### config.mk
export PLATFORM = sky130hd
export DESIGN_NAME = line_editor_erase_kill
export DESIGN_NICKNAME = d
export VERILOG_FILES = /design/src/rtl/lee_pkg.sv /design/src/rtl/line_editor_erase_kill.sv /design/src/rtl/lee_front.sv /design/src/rtl/lee_queue.sv /design/src/rtl/lee_back.sv
export SDC_FILE = /design/constraint.sdc
export NUM_CORES = 1
export LEC_CHECK = 0
export BUFFER_PORTS_ARGS = -buffer_cell sky130_fd_sc_hd__buf_2
export CAP_MARGIN = 20
export CORE_ASPECT_RATIO = 1.2
export CORE_MARGIN = 2
export CORE_UTILIZATION = 47
export DETAILED_ROUTE_END_ITERATION = 8
export SLEW_MARGIN = 20
export SYNTH_ARGS = -nofsm -noshare
export SYNTH_HDL_FRONTEND = slang
export SYNTH_SLANG_ARGS = --single-unit
### constraint.sdc
create_clock -name i_clk -period 5.3 [get_ports i_clk]
set_input_delay 0.795 -clock i_clk [delete_from_list [all_inputs] [get_ports i_clk]]
set_output_delay 0.795 -clock i_clk [all_outputs]
set_load 0.02 [all_outputs]
### src/rtl/lee_pkg.sv
// Shared types and constants for the line editor with erase and kill.
package lee_pkg;

    localparam int unsigned CHAR_W      = 8;
    localparam int unsigned LINE_DEPTH  = 64;
    localparam int unsigned QUEUE_DEPTH = 4;
    localparam int unsigned CFG_IDX_W   = 2;

    localparam logic [CHAR_W-1:0] RESET_ERASE = 8'd35;  // '#'
    localparam logic [CHAR_W-1:0] RESET_KILL  = 8'd64;  // '@'
    localparam logic [CHAR_W-1:0] RESET_EOL   = 8'd10;  // newline

    typedef enum logic [CFG_IDX_W-1:0] {
        CFG_ERASE = 2'd0,
        CFG_KILL  = 2'd1,
        CFG_EOL   = 2'd2
    } t_cfg_idx;

    typedef enum logic [1:0] {
        OP_PUSH  = 2'd0,
        OP_ERASE = 2'd1,
        OP_KILL  = 2'd2,
        OP_FLUSH = 2'd3
    } t_op;

    typedef struct packed {
        t_op               op;
        logic [CHAR_W-1:0] ch;
    } t_cmd;

    typedef enum logic [1:0] {
        BS_IDLE = 2'd0,
        BS_READ = 2'd1,
        BS_LOAD = 2'd2
    } t_bstate;

endpackage

### src/rtl/line_editor_erase_kill.sv
// Top level of the line editor with erase and kill characters.
//
// Usage: characters enter on the s_axis channel, one item per character;
// s_axis_tuser set marks end of text (the character is then ignored).
// The erase character drops the last stored character, the kill character
// clears the line, anything else is stored (up to LINE_DEPTH characters;
// overflow drops the character and sets a lost flag for that line).
// The end-of-line character or end of text flushes the line on m_axis,
// oldest first, tlast on the final character, tuser = characters lost.
// An empty line produces nothing.
// Flow: an item enters a 4-entry command queue and is applied from its
// head while the back end is idle; plain characters sustain one per cycle
// outside a flush. A flush walks the line through a read state and a load
// state for each character, oldest first; the load waits for a free output
// register. The queue keeps taking items during a flush and holds off
// input (tready low) once full.
// Control characters are written on the i_cfg_* port while idle.
// Reset (synchronous, active low) empties the line, clears the lost flag
// and restores '#', '@' and newline as erase, kill and end of line.
// A stalled receiver holds the output register and pauses the flush.
module line_editor_erase_kill import lee_pkg::*; #(
    parameter int unsigned LINE_DEPTH_P = LINE_DEPTH
) (
    input  logic                 i_clk,
    input  logic                 i_rst_n,
    // configuration write port
    input  logic                 i_cfg_we,
    input  logic [CFG_IDX_W-1:0] i_cfg_idx,
    input  logic [CHAR_W-1:0]    i_cfg_data,
    // input stream
    input  logic                 s_axis_tvalid,
    output logic                 s_axis_tready,
    input  logic [CHAR_W-1:0]    s_axis_tdata,   // [7:0] ch
    input  logic                 s_axis_tuser,   // [0] end_of_text
    // output stream
    output logic                 m_axis_tvalid,
    input  logic                 m_axis_tready,
    output logic [CHAR_W-1:0]    m_axis_tdata,   // [7:0] out_char
    output logic                 m_axis_tlast,   // last_of_line
    output logic                 m_axis_tuser    // [0] chars_lost
);

    t_cmd front_cmd;
    t_cmd queue_cmd;
    logic queue_valid;
    logic back_ready;

    lee_front u_front (
        .i_clk      (i_clk),
        .i_rst_n    (i_rst_n),
        .i_cfg_we   (i_cfg_we),
        .i_cfg_idx  (i_cfg_idx),
        .i_cfg_data (i_cfg_data),
        .i_valid    (s_axis_tvalid),
        .i_ch       (s_axis_tdata),
        .i_eot      (s_axis_tuser),
        .o_cmd      (front_cmd)
    );

    lee_queue u_queue (
        .i_clk        (i_clk),
        .i_rst_n      (i_rst_n),
        .i_push_valid (s_axis_tvalid),
        .i_push_cmd   (front_cmd),
        .o_push_ready (s_axis_tready),
        .o_pop_valid  (queue_valid),
        .o_pop_cmd    (queue_cmd),
        .i_pop_ready  (back_ready)
    );

    lee_back #(
        .DEPTH (LINE_DEPTH_P)
    ) u_back (
        .i_clk       (i_clk),
        .i_rst_n     (i_rst_n),
        .i_cmd_valid (queue_valid),
        .i_cmd       (queue_cmd),
        .o_cmd_ready (back_ready),
        .o_valid     (m_axis_tvalid),
        .i_ready     (m_axis_tready),
        .o_char      (m_axis_tdata),
        .o_last      (m_axis_tlast),
        .o_lost      (m_axis_tuser)
    );

endmodule

### src/rtl/lee_front.sv
// Front end: holds the control characters and classifies each input item.
module lee_front import lee_pkg::*; (
    input  logic                 i_clk,
    input  logic                 i_rst_n,
    input  logic                 i_cfg_we,
    input  logic [CFG_IDX_W-1:0] i_cfg_idx,
    input  logic [CHAR_W-1:0]    i_cfg_data,
    input  logic                 i_valid,
    input  logic [CHAR_W-1:0]    i_ch,
    input  logic                 i_eot,
    output t_cmd                 o_cmd
);

    logic [CHAR_W-1:0] r_erase;
    logic [CHAR_W-1:0] r_kill;
    logic [CHAR_W-1:0] r_eol;

    always_ff @(posedge i_clk) begin
        if (!i_rst_n) begin
            r_erase <= RESET_ERASE;
            r_kill  <= RESET_KILL;
            r_eol   <= RESET_EOL;
        end else if (i_cfg_we) begin
            unique case (t_cfg_idx'(i_cfg_idx))
                CFG_ERASE: r_erase <= i_cfg_data;
                CFG_KILL:  r_kill  <= i_cfg_data;
                CFG_EOL:   r_eol   <= i_cfg_data;
                default: ;  // unused index, write dropped
            endcase
        end
    end

    // priority: end of line, then erase, then kill
    always_comb begin
        o_cmd.ch = i_ch;
        if (i_eot || i_ch == r_eol) begin
            o_cmd.op = OP_FLUSH;
        end else if (i_ch == r_erase) begin
            o_cmd.op = OP_ERASE;
        end else if (i_ch == r_kill) begin
            o_cmd.op = OP_KILL;
        end else begin
            o_cmd.op = OP_PUSH;
        end
        if (!i_valid) begin
            o_cmd.op = OP_PUSH;
        end
    end

endmodule

### src/rtl/lee_queue.sv
// Small command queue between the front end and the line store engine.
module lee_queue import lee_pkg::*; (
    input  logic i_clk,
    input  logic i_rst_n,
    input  logic i_push_valid,
    input  t_cmd i_push_cmd,
    output logic o_push_ready,
    output logic o_pop_valid,
    output t_cmd o_pop_cmd,
    input  logic i_pop_ready
);

    localparam int unsigned PTR_W = $clog2(QUEUE_DEPTH);
    localparam int unsigned CNT_W = $clog2(QUEUE_DEPTH + 1);

    t_cmd             r_slot [QUEUE_DEPTH];
    logic [PTR_W-1:0] r_wr_ptr;
    logic [PTR_W-1:0] r_rd_ptr;
    logic [CNT_W-1:0] r_cnt;
    logic             push;
    logic             pop;

    assign o_push_ready = (r_cnt != CNT_W'(QUEUE_DEPTH));
    assign o_pop_valid  = (r_cnt != '0);
    assign o_pop_cmd    = r_slot[r_rd_ptr];
    assign push         = i_push_valid && o_push_ready;
    assign pop          = o_pop_valid && i_pop_ready;

    always_ff @(posedge i_clk) begin
        if (push) begin
            r_slot[r_wr_ptr] <= i_push_cmd;
        end
    end

    always_ff @(posedge i_clk) begin
        if (!i_rst_n) begin
            r_wr_ptr <= '0;
            r_rd_ptr <= '0;
            r_cnt    <= '0;
        end else begin
            if (push) begin
                r_wr_ptr <= r_wr_ptr + PTR_W'(1);
            end
            if (pop) begin
                r_rd_ptr <= r_rd_ptr + PTR_W'(1);
            end
            r_cnt <= r_cnt + CNT_W'(push) - CNT_W'(pop);
        end
    end

endmodule

### src/rtl/lee_back.sv
// Back end: line store, fill count, lost flag and the flush walker.
module lee_back import lee_pkg::*; #(
    parameter int unsigned DEPTH = LINE_DEPTH
) (
    input  logic              i_clk,
    input  logic              i_rst_n,
    input  logic              i_cmd_valid,
    input  t_cmd              i_cmd,
    output logic              o_cmd_ready,
    output logic              o_valid,
    input  logic              i_ready,
    output logic [CHAR_W-1:0] o_char,
    output logic              o_last,
    output logic              o_lost
);

    localparam int unsigned AW = (DEPTH > 1) ? $clog2(DEPTH) : 1;
    localparam int unsigned CW = $clog2(DEPTH + 1);

    logic [CHAR_W-1:0] r_mem [DEPTH];
    logic [CHAR_W-1:0] r_rd_data;
    t_bstate           r_state, n_state;
    logic [CW-1:0]     r_count, n_count;
    logic              r_lost, n_lost;
    logic [AW-1:0]     r_idx, n_idx;
    logic              r_out_valid, n_out_valid;
    logic [CHAR_W-1:0] r_out_char;
    logic              r_out_last;
    logic              r_out_lost;
    logic              wr_en;
    logic              rd_en;
    logic              out_load;
    logic              out_free;
    logic              is_last;

    assign o_cmd_ready = (r_state == BS_IDLE);
    assign out_free    = !r_out_valid || i_ready;
    assign is_last     = (CW'(r_idx) + CW'(1)) == r_count;

    always_comb begin
        n_state  = r_state;
        n_count  = r_count;
        n_lost   = r_lost;
        n_idx    = r_idx;
        wr_en    = 1'b0;
        rd_en    = 1'b0;
        out_load = 1'b0;
        unique case (r_state)
            BS_IDLE: begin
                if (i_cmd_valid) begin
                    unique case (i_cmd.op)
                        OP_PUSH: begin
                            if (r_count < CW'(DEPTH)) begin
                                wr_en   = 1'b1;
                                n_count = r_count + CW'(1);
                            end else begin
                                n_lost = 1'b1;
                            end
                        end
                        OP_ERASE: begin
                            if (r_count != '0) begin
                                n_count = r_count - CW'(1);
                            end
                        end
                        OP_KILL: n_count = '0;
                        OP_FLUSH: begin
                            if (r_count == '0) begin
                                n_lost = 1'b0;
                            end else begin
                                n_idx   = '0;
                                n_state = BS_READ;
                            end
                        end
                        default: ;
                    endcase
                end
            end
            BS_READ: begin
                rd_en   = 1'b1;
                n_state = BS_LOAD;
            end
            BS_LOAD: begin
                if (out_free) begin
                    out_load = 1'b1;
                    if (is_last) begin
                        n_count = '0;
                        n_lost  = 1'b0;
                        n_state = BS_IDLE;
                    end else begin
                        n_idx   = r_idx + AW'(1);
                        n_state = BS_READ;
                    end
                end
            end
            default: n_state = BS_IDLE;
        endcase
        n_out_valid = out_load ? 1'b1 : (i_ready ? 1'b0 : r_out_valid);
    end

    always_ff @(posedge i_clk) begin
        if (!i_rst_n) begin
            r_state     <= BS_IDLE;
            r_count     <= '0;
            r_lost      <= 1'b0;
            r_idx       <= '0;
            r_out_valid <= 1'b0;
        end else begin
            r_state     <= n_state;
            r_count     <= n_count;
            r_lost      <= n_lost;
            r_idx       <= n_idx;
            r_out_valid <= n_out_valid;
        end
    end

    // line store: one write port, one registered read port
    always_ff @(posedge i_clk) begin
        if (wr_en) begin
            r_mem[r_count[AW-1:0]] <= i_cmd.ch;
        end
        if (rd_en) begin
            r_rd_data <= r_mem[r_idx];
        end
    end

    always_ff @(posedge i_clk) begin
        if (out_load) begin
            r_out_char <= r_rd_data;
            r_out_last <= is_last;
            r_out_lost <= r_lost;
        end
    end

    assign o_valid = r_out_valid;
    assign o_char  = r_out_char;
    assign o_last  = r_out_last;
    assign o_lost  = r_out_lost;

    a_count_range: assert property (@(posedge i_clk) disable iff (!i_rst_n)
        r_count <= CW'(DEPTH))
        else $error("fill count above line depth");

    a_walk_in_line: assert property (@(posedge i_clk) disable iff (!i_rst_n)
        (r_state != BS_IDLE) |-> (CW'(r_idx) < r_count))
        else $error("flush index past stored line");

    a_flush_clears: assert property (@(posedge i_clk) disable iff (!i_rst_n)
        (out_load && is_last) |=> (r_count == '0 && !r_lost && r_state == BS_IDLE))
        else $error("line not cleared after last character");

    a_no_cmd_in_flush: assert property (@(posedge i_clk) disable iff (!i_rst_n)
        (r_state != BS_IDLE) |=> $stable(r_count) || (r_count == '0))
        else $error("fill count changed during flush");

endmodule

==> After elaboration in Yosys (flattened, before gate mapping) <==
Memories as Yosys holds them, arrays and structs flattened. A register that Yosys moved wholly into a read port is not among the register bits.
Cells that the tools add are included.
{ "word_totals": {"reg_bits": 58, "latchBits": 0, "mem_bits_rw": 552, "rom_bits": 0, "output_inout_bits": 12, "word_cells": 114, "mem_count": 2} }
{ "classes": {"n_addsub": 8, "n_mul": 0, "n_div": 0, "n_lt_le_gt_ge": 1, "n_eq_ne": 24, "n_shift": 0, "muxes": 45, "bitwise": 0, "n_reduce_logical": 20} }
{ "mem_list": {"columns": ["memory", "depth", "width", "read_ports", "rd_ports_with_merged_regs", "wr", "line", "source"], "rows": [
  ["u_back.r_mem", 64, 8, 1, 1, 1, "lee_back.sv:20", "logic [CHAR_W-1:0] r_mem [DEPTH];"],
  ["u_queue.r_slot", 4, 10, 1, 1, 1, "lee_queue.sv:16", "t_cmd r_slot [QUEUE_DEPTH];"]
]} }
{ "op_table": {"columns": ["cell", "count"], "rows": [
  ["2-to-1 mux 7 bit", 5],
  ["2-to-1 mux 6 bit", 5],
  ["== test 8 bit", 3],
  ["case mux 7 bit (3 select lines)", 1],
  ["2-to-1 mux 2 bit", 10],
  ["2-to-1 mux 1 bit", 19],
  ["case mux 7 bit (2 select lines)", 1],
  ["AND reduction 7 bit", 2],
  ["case mux 6 bit (2 select lines)", 1],
  ["!= test 3 x 2 -> 1 bit, second input constant", 3],
  ["== test 2 bit, second input constant", 4],
  ["!= test 2 x 1 -> 1 bit, second input constant", 4],
  ["adder 6 x 1 -> 7 bit, second input constant", 1],
  ["adder 7 x 1 -> 7 bit, second input constant", 1],
  ["== test 7 bit", 1],
  ["zero test 7 bit", 1],
  ["less-than comparator 7 bit, second input constant", 1],
  ["nonzero test 7 bit", 1],
  ["subtractor 7 x 1 -> 7 bit, second input constant", 1],
  ["adder 6 x 1 -> 6 bit, second input constant", 1],
  ["== test 2 x 1 -> 1 bit, second input constant", 3],
  ["zero test 2 bit", 3],
  ["!= test 3 bit, second input constant", 2],
  ["case mux 2 bit (3 select lines)", 1],
  ["15 further kinds", 23]
]} }

==> Logic depth before layout (Yosys ltp) <==
Gate-level depths: netlist of run 1.
{ "logic_depth": {"word_depth": 7, "depth_mapped": 11} }

==> Hierarchy <==
Synthesis of run 1 repeated with hierarchy kept, for this count alone.
{ "unflattened": {"hier_cells": 1227, "hier_area_um2": 24736.2} }
{ "by_module_without_submodules": {"columns": ["mod", "instances", "cells_each", "area_per_inst_um2"], "rows": [
  ["lee_back", 1, 1004, 21548.2],
  ["lee_queue", 1, 100, 1940.6],
  ["lee_front", 1, 123, 1247.4]
]} }

==> Least setup slack after synthesis of run 1 <==
OpenSTA, ideal clock, no wires.
{ "synth_timing": {"kind": "flip-flop to flip-flop", "from": "reg with a tool-made name", "to": "reg u_back.r_count[6]", "arrival_time_ps": 3250, "setup_slack_ps": 1975, "path_stages_with_launch": 12, "n_path_buf": 1, "synth_period_minus_slack_ps": 3325, "path_cell_list": "dfxtp_1 -> clkbuf_1 -> mux4_2 -> inv_1 -> ha_1 -> ha_1 -> a211oi_1 -> o21bai_1 -> a21oi_1 -> xor2_1 -> or3_1 -> a31oi_1"} }
{ "synth_rtl": {"columns": ["element", "line", "source"], "rows": [
  ["to (signal assigned)", "lee_back.sv:109", "r_count <= n_count;"],
  ["to (decl)", "lee_back.sv:23", "logic [CW-1:0] r_count, n_count;"]
]} }

==> results of run 1 <==
## final timing paths
path,to,slack (ns),cells after the start
worst max-delay path,u_back.r_mem[2][7],1.21,8
worst max register to register,u_back.r_mem[2][7],1.21,8
worst min-delay path,u_back.o_char[6],0.42,0
worst min register to register,u_back.o_char[6],0.42,0
## per-layer routing
layer / vias to the layer above / global-route usage (%)
met4: 0 / 6.310
met1: 6301 / 29.03
li1: 5166 / -
met3: 93 / 3.706
met2: 460 / 34.06
met5: - / 0
## flip-flops by register name, summed over array words and instances, names as in the netlist, 2 cells and up, named ones only
name              cells
u_back.o_char         8
u_back.r_mem        512
u_queue.r_slot       40
u_queue.r_cnt         3
u_back.r_state        2
u_back.r_count        7
u_front.r_kill        8
u_queue.r_rd_ptr      2
u_back.r_rd_data      8
u_back.r_idx          6
u_queue.r_wr_ptr      2
u_front.r_erase       8
u_front.r_eol         8
## logic make-up after synthesis
kind of cell | after synthesis | share of synthesized area, %
flip-flops | 620 | 73.35
AND/OR/NAND/NOR | 220 | 4.296
multiplexers | 202 | 16.55
buffers and inverters | 80 | 1.499
AO/OA/AOI/OAI | 66 | 1.879
XOR/XNOR | 41 | 1.454
adder cells (fa/ha/maj) | 18 | 0.9726
## worst max-delay path: cells and delay by family (launching register included)
family	cells	cell delay, ns
adders and majority gates	1	0.19
buffers and inverters	1	0.11
DFF	1	0.76
muxes	1	0.65
and+or+nand+nor	5	2.01
## power by group
part	leakage [uW]	internal, uW	switching (uW)
logic	0.00212	505	1560
registers	0.00554	6230	175
clock network	0.000939	2440	1810
## layout by cell type (no fill, tap or decap), drive strengths merged, types with 4 or more instances in the layout
cell type  count
clkbuf        71
and2           5
nor2b          7
a21oi         21
nand2b         6
inv           17
clkinvlp       5
o21ai          7
nand4          8
edfxtp       570
o2bb2ai        4
xor2          31
nand3b         6
clkinv        23
nand2         27
dfxtp         50
nor4           8
a22oi          6
mux4         165
nor2         105
xnor2         10
nand3         15
buf           53
and3           5
nor3           7
a221o          5
mux2i         37
or3            6
bufinv         8
ha            16
or4            4
## through the flow
step	utilization (%)	worst slack, ns	area [um2]
final	52.81	1.207	27600
after global routing	52.81	0.8948	27600
after CTS	52.81	1.116	27600
after detailed placement	49.05	1.132	25640
after global placement	49.05	1.267	25640
after floorplan	-	1.975	24700
## layout make-up
type / instances / share of cell area [%]
Sequential cell: 620 / 65.68
Clock buffer: 71 / 5.508
Inverter: 16 / 0.2176
Multi-Input combinational cell: 547 / 22.58
Timing Repair Buffer: 53 / 1.215
Tap cell: 705 / 3.196
Clock inverter: 37 / 1.605
==> metrics.txt, run 1 <==
highest metal used met4; CP arrival 4.34 ns; Peak VDD IR 513.0 uV; Setup TNS 0 ns; Seq/Total Area, Yosys 73.35%; Total GRT Usage 20.89%; unrepaired setup endpoints after global routing no; critical path, cell by cell mux4_2, inv_1, ha_1, nor2b_1, nand2_1, nor2_1, nand2_1, nor2_1; Largest stage delay, worst path 0.77 ns; first-pass iteration count of the detailed router 5; mean post-synth cell area 19.81 um2; filler instances 4084; final setup vio count 0; core area 52260 um2; Hold WS 0.4198 ns; ranking of synthesized cells by area edfxtp_1, mux4_2, dfxtp_1; Placed Cells 1941; multi-input gate area in the final layout 6231 um2; H-tree depth 2; Hold Crit Start u_back.r_rd_data[6]; FMAX 244.3 MHz; worst path required time 5.55 ns; num ports 36; Metal-1 WL 23380 um; DR vias/cell 5.866; post_cts resized 0; Post-Syn Area 24700 um2; worst slew pin tran 1.010 ns; Post-DP HPWL 33450 um; Starting Density 47.26%; Post-synth top flop edfxtp_1; Post-synth EDFFs 570; Worst Setup End Kind flip-flop; most numerous cell in the Yosys netlist edfxtp_1; crit path max-delay cell type nor2_1; CTS Hold Bufs 0; YS warnings 0; final slew viol count 0; initial antenna violation count 1; Worst Skew 0.02642 ns; PwrDens 461.0 nW/um2; Avg WL per Cell 26.94 um; met2 WL 27140 um; Final Cycle Share 77.24%; CTS max path bufs 3; sequential cell area 18130 um2; largest net degree at the start of global routing 65; worst min-delay path class reg -> reg; area grow syn2layout 11.74%; total power 12720 uW; Port Buffers 35; die span in x 213.3 um; WL met3 3304 um; max_slew headroom 32.51%; Antenna Cells 0; Hold Violations, Final 0; Die Y-Extent 255.1 um; die area 54410 um2; syn nets 1289; synth unique cells 55; Synth top area share 69.30%; largest area contributor in the netlist edfxtp_1; first-pass GRT wire length 81570 um; CTS Buf Count 58; crit path time final 4.093 ns; worst-path maximum fanout 10; DRC viols 0; Leak 0.008604 uW; Crit Path Category reg -> reg; vias in the first global route 12040; # nets final 1338; RePlAce Congestion 0.8038; asr flop ratio synth 0%; CP startpoint kind flip-flop; status finished, final reports clean; Seq cells post-synth 620; Finished Layout Cells 2049; Reg clk slew, reported paths 0.06 ns; initial drt markers 1059; DR vias 12020; routed wire length 55200 um; total clock sinks 620; layout cells sized above 1 23.51%; Root Driver clkbuf_16; Rows 92; Max Cap Viol 0; TritonCTS clock tree yes; Congestion Overflow GR 0; total setup buffers inserted after CTS 0; Routed Antenna Nets 0; Mapped Cells 1247; Skew-Pair Late Insertion Delay 0.64 ns; Post-synth top cells edfxtp_1, mux4_2, nor2_1, dfxtp_1, mux2i_1
Power figures use the tool's default switching activity.
==> run 2, diff against run 1 <==
- clock period: 5.3 -> 4.1 ns (I/O delays scaled with it)
==> run 2 against run 1 <==
Against the previous run: die area stayed put; clock-buffer cell count fell by 2; critical endpoint is now u_back.r_mem[41][1]; maximum frequency is 22% higher; highest routed layer unchanged; critical path type unchanged; wire length is 2.9% lower; cell count increased by 3.3%.
==> metrics.txt, run 2 (synthesized netlist as in run 1, its figures left out) <==
status finished, final reports clean; Port Buffers 35; total setup buffers inserted after CTS 0; Flop pwr share 50.4%; Worst Skew 0.01842 ns; final worst slack 0.7341 ns; Worst Setup End Kind flip-flop; total clock sinks 620; Combinational Power Share 16.1%; Clk pwr share 33.5%; commonest non-fill, non-tap cell in the layout edfxtp_1; H-tree depth 2; DR vias/cell 5.629; Max Cap Viol 0; die area 54410 um2; filler instances 4102; Leak 0.008983 uW; Final Cycle Share 82.10%; layout cells sized above 1 27.12%; CTS Hold Bufs 0; PwrDens 581.0 nW/um2; critical path, cell by cell mux4_2, inv_1, ha_1, nor2b_1, and3_1, nand2_1, nor2_1; Crit Path Category reg -> reg; initial drt markers 1011; crit path time final 3.366 ns; NetSw 4403 uW; first-pass GRT wire length 80030 um; RePlAce Congestion 0.8171; Hold Violations, Final 0; most frequent cells in the layout edfxtp_1, mux4_2, nor2_1, buf_4, clkbuf_16; Place WS 0.7641 ns; internal power 11920 uW; DP Area 26140 um2; max_slew headroom 26.97%; worst path required time 4.34 ns; CP arrival 3.60 ns; DR vias 11920; routed wire length 53610 um; Reg clk slew, reported paths 0.06 ns; worst min-delay path class in -> reg; Setup TNS 0 ns; Die Y-Extent 255.1 um; die span in x 213.3 um; Largest register FFs 512; final slew viol count 0; Antenna Cells 0; Design Area, Final 28100 um2; initial antenna violation count 0; Root Driver clkbuf_16; first-pass iteration count of the detailed router 5; Congestion Overflow GR 0; CTS max path bufs 3; TritonCTS clock tree yes; worst-path maximum fanout 8; core area 52260 um2; Rows 92; post_cts resized 0; num ports 36; Total GRT Usage 20.33%; Peak VDD IR 566.1 uV; CTS Buf Count 60; largest net degree at the start of global routing 65; Largest stage delay, worst path 0.75 ns; Finished Layout Cells 2117; Skew-Pair Late Insertion Delay 0.62 ns; Avg WL per Cell 25.32 um; # nets final 1405; area grow syn2layout 13.75%; Placed Cells 2006; switching share of power 26.97%; CP startpoint kind flip-flop; worst slew pin tran 1.093 ns; Post-DP HPWL 33130 um; Starting Density 47.26%; unrepaired setup endpoints after global routing no; crit path max-delay cell type nor2_1; vias in the first global route 12100; DRC viols 0; final setup vio count 0; FMAX 297.1 MHz; Routed Antenna Nets 0
[run 2: critical path: cells and delay by family (launching register included)]
family / cells / cell delay, ns
buffers and inverters: 1 / 0.11
flip-flops: 1 / 0.41
adder cells (fa/ha/maj): 1 / 0.19
AND/OR/NAND/NOR: 4 / 1.70
multiplexers: 1 / 0.57
[run 2: worst paths after layout]
kind,startpoint,to,slack (ns),cells after the start
hold reg to reg,u_back.r_rd_data[7],u_back.o_char[7],0.42,0
hold / removal,i_cfg_data[6],u_front.r_kill[6],0.25,3
setup reg to reg,flip-flop,u_back.r_mem[41][1],0.73,7
setup / recovery,flip-flop,u_back.r_mem[41][1],0.73,7
[run 2: per-layer routing]
| metal | wire length [um] | track usage (%) | up-vias | part of all wire (%) |
|---|---|---|---|---|
| met1 | 22890 | 27.69 | 6260 | 43 |
| met3 | 2853 | 4.479 | 68 | 5.3 |
| met5 | 0 | 0 | - | 0 |
| met4 | 1064 | 5.040 | 0 | 2.0 |
| li1 | - | - | 5312 | - |
| met2 | 26800 | 33.62 | 276 | 50 |
[run 2: power groups by stage]
| stage | sequential [uW] | clock, uW | combinational (uW) |
|---|---|---|---|
| after global placement | 8350 | 0 | 2660 |
| after detailed placement | 8360 | 0 | 2710 |
| after global routing | 8250 | 5820 | 2930 |
| after floorplan | 8240 | 0 | 1610 |
| after CTS | 8230 | 5600 | 2710 |
| final | 8230 | 5460 | 2630 |
[run 2: layout make-up]
cell class | count | area, um2 | area share [%]
clock buffers | 69 | 1578 | 5.616
multi-input cells | 547 | 6221 | 22.14
clock inverters | 42 | 379.1 | 1.349
flip-flops and latches | 620 | 18130 | 64.52
inverters | 16 | 60.06 | 0.2138
well taps | 705 | 882.1 | 3.140
repair buffers | 118 | 848.3 | 3.019
[run 2: stage by stage]
step | power (uW) | hold WS (ns) | utilization [%]
floorplan | 9851 | 0.4003 | -
global placement | 11020 | 0.4094 | 50.02
detailed placement | 11070 | 0.4117 | 50.02
CTS | 16530 | 0.2141 | 53.76
global route | 17000 | 0.2482 | 53.76
finish | 16320 | 0.2525 | 53.76
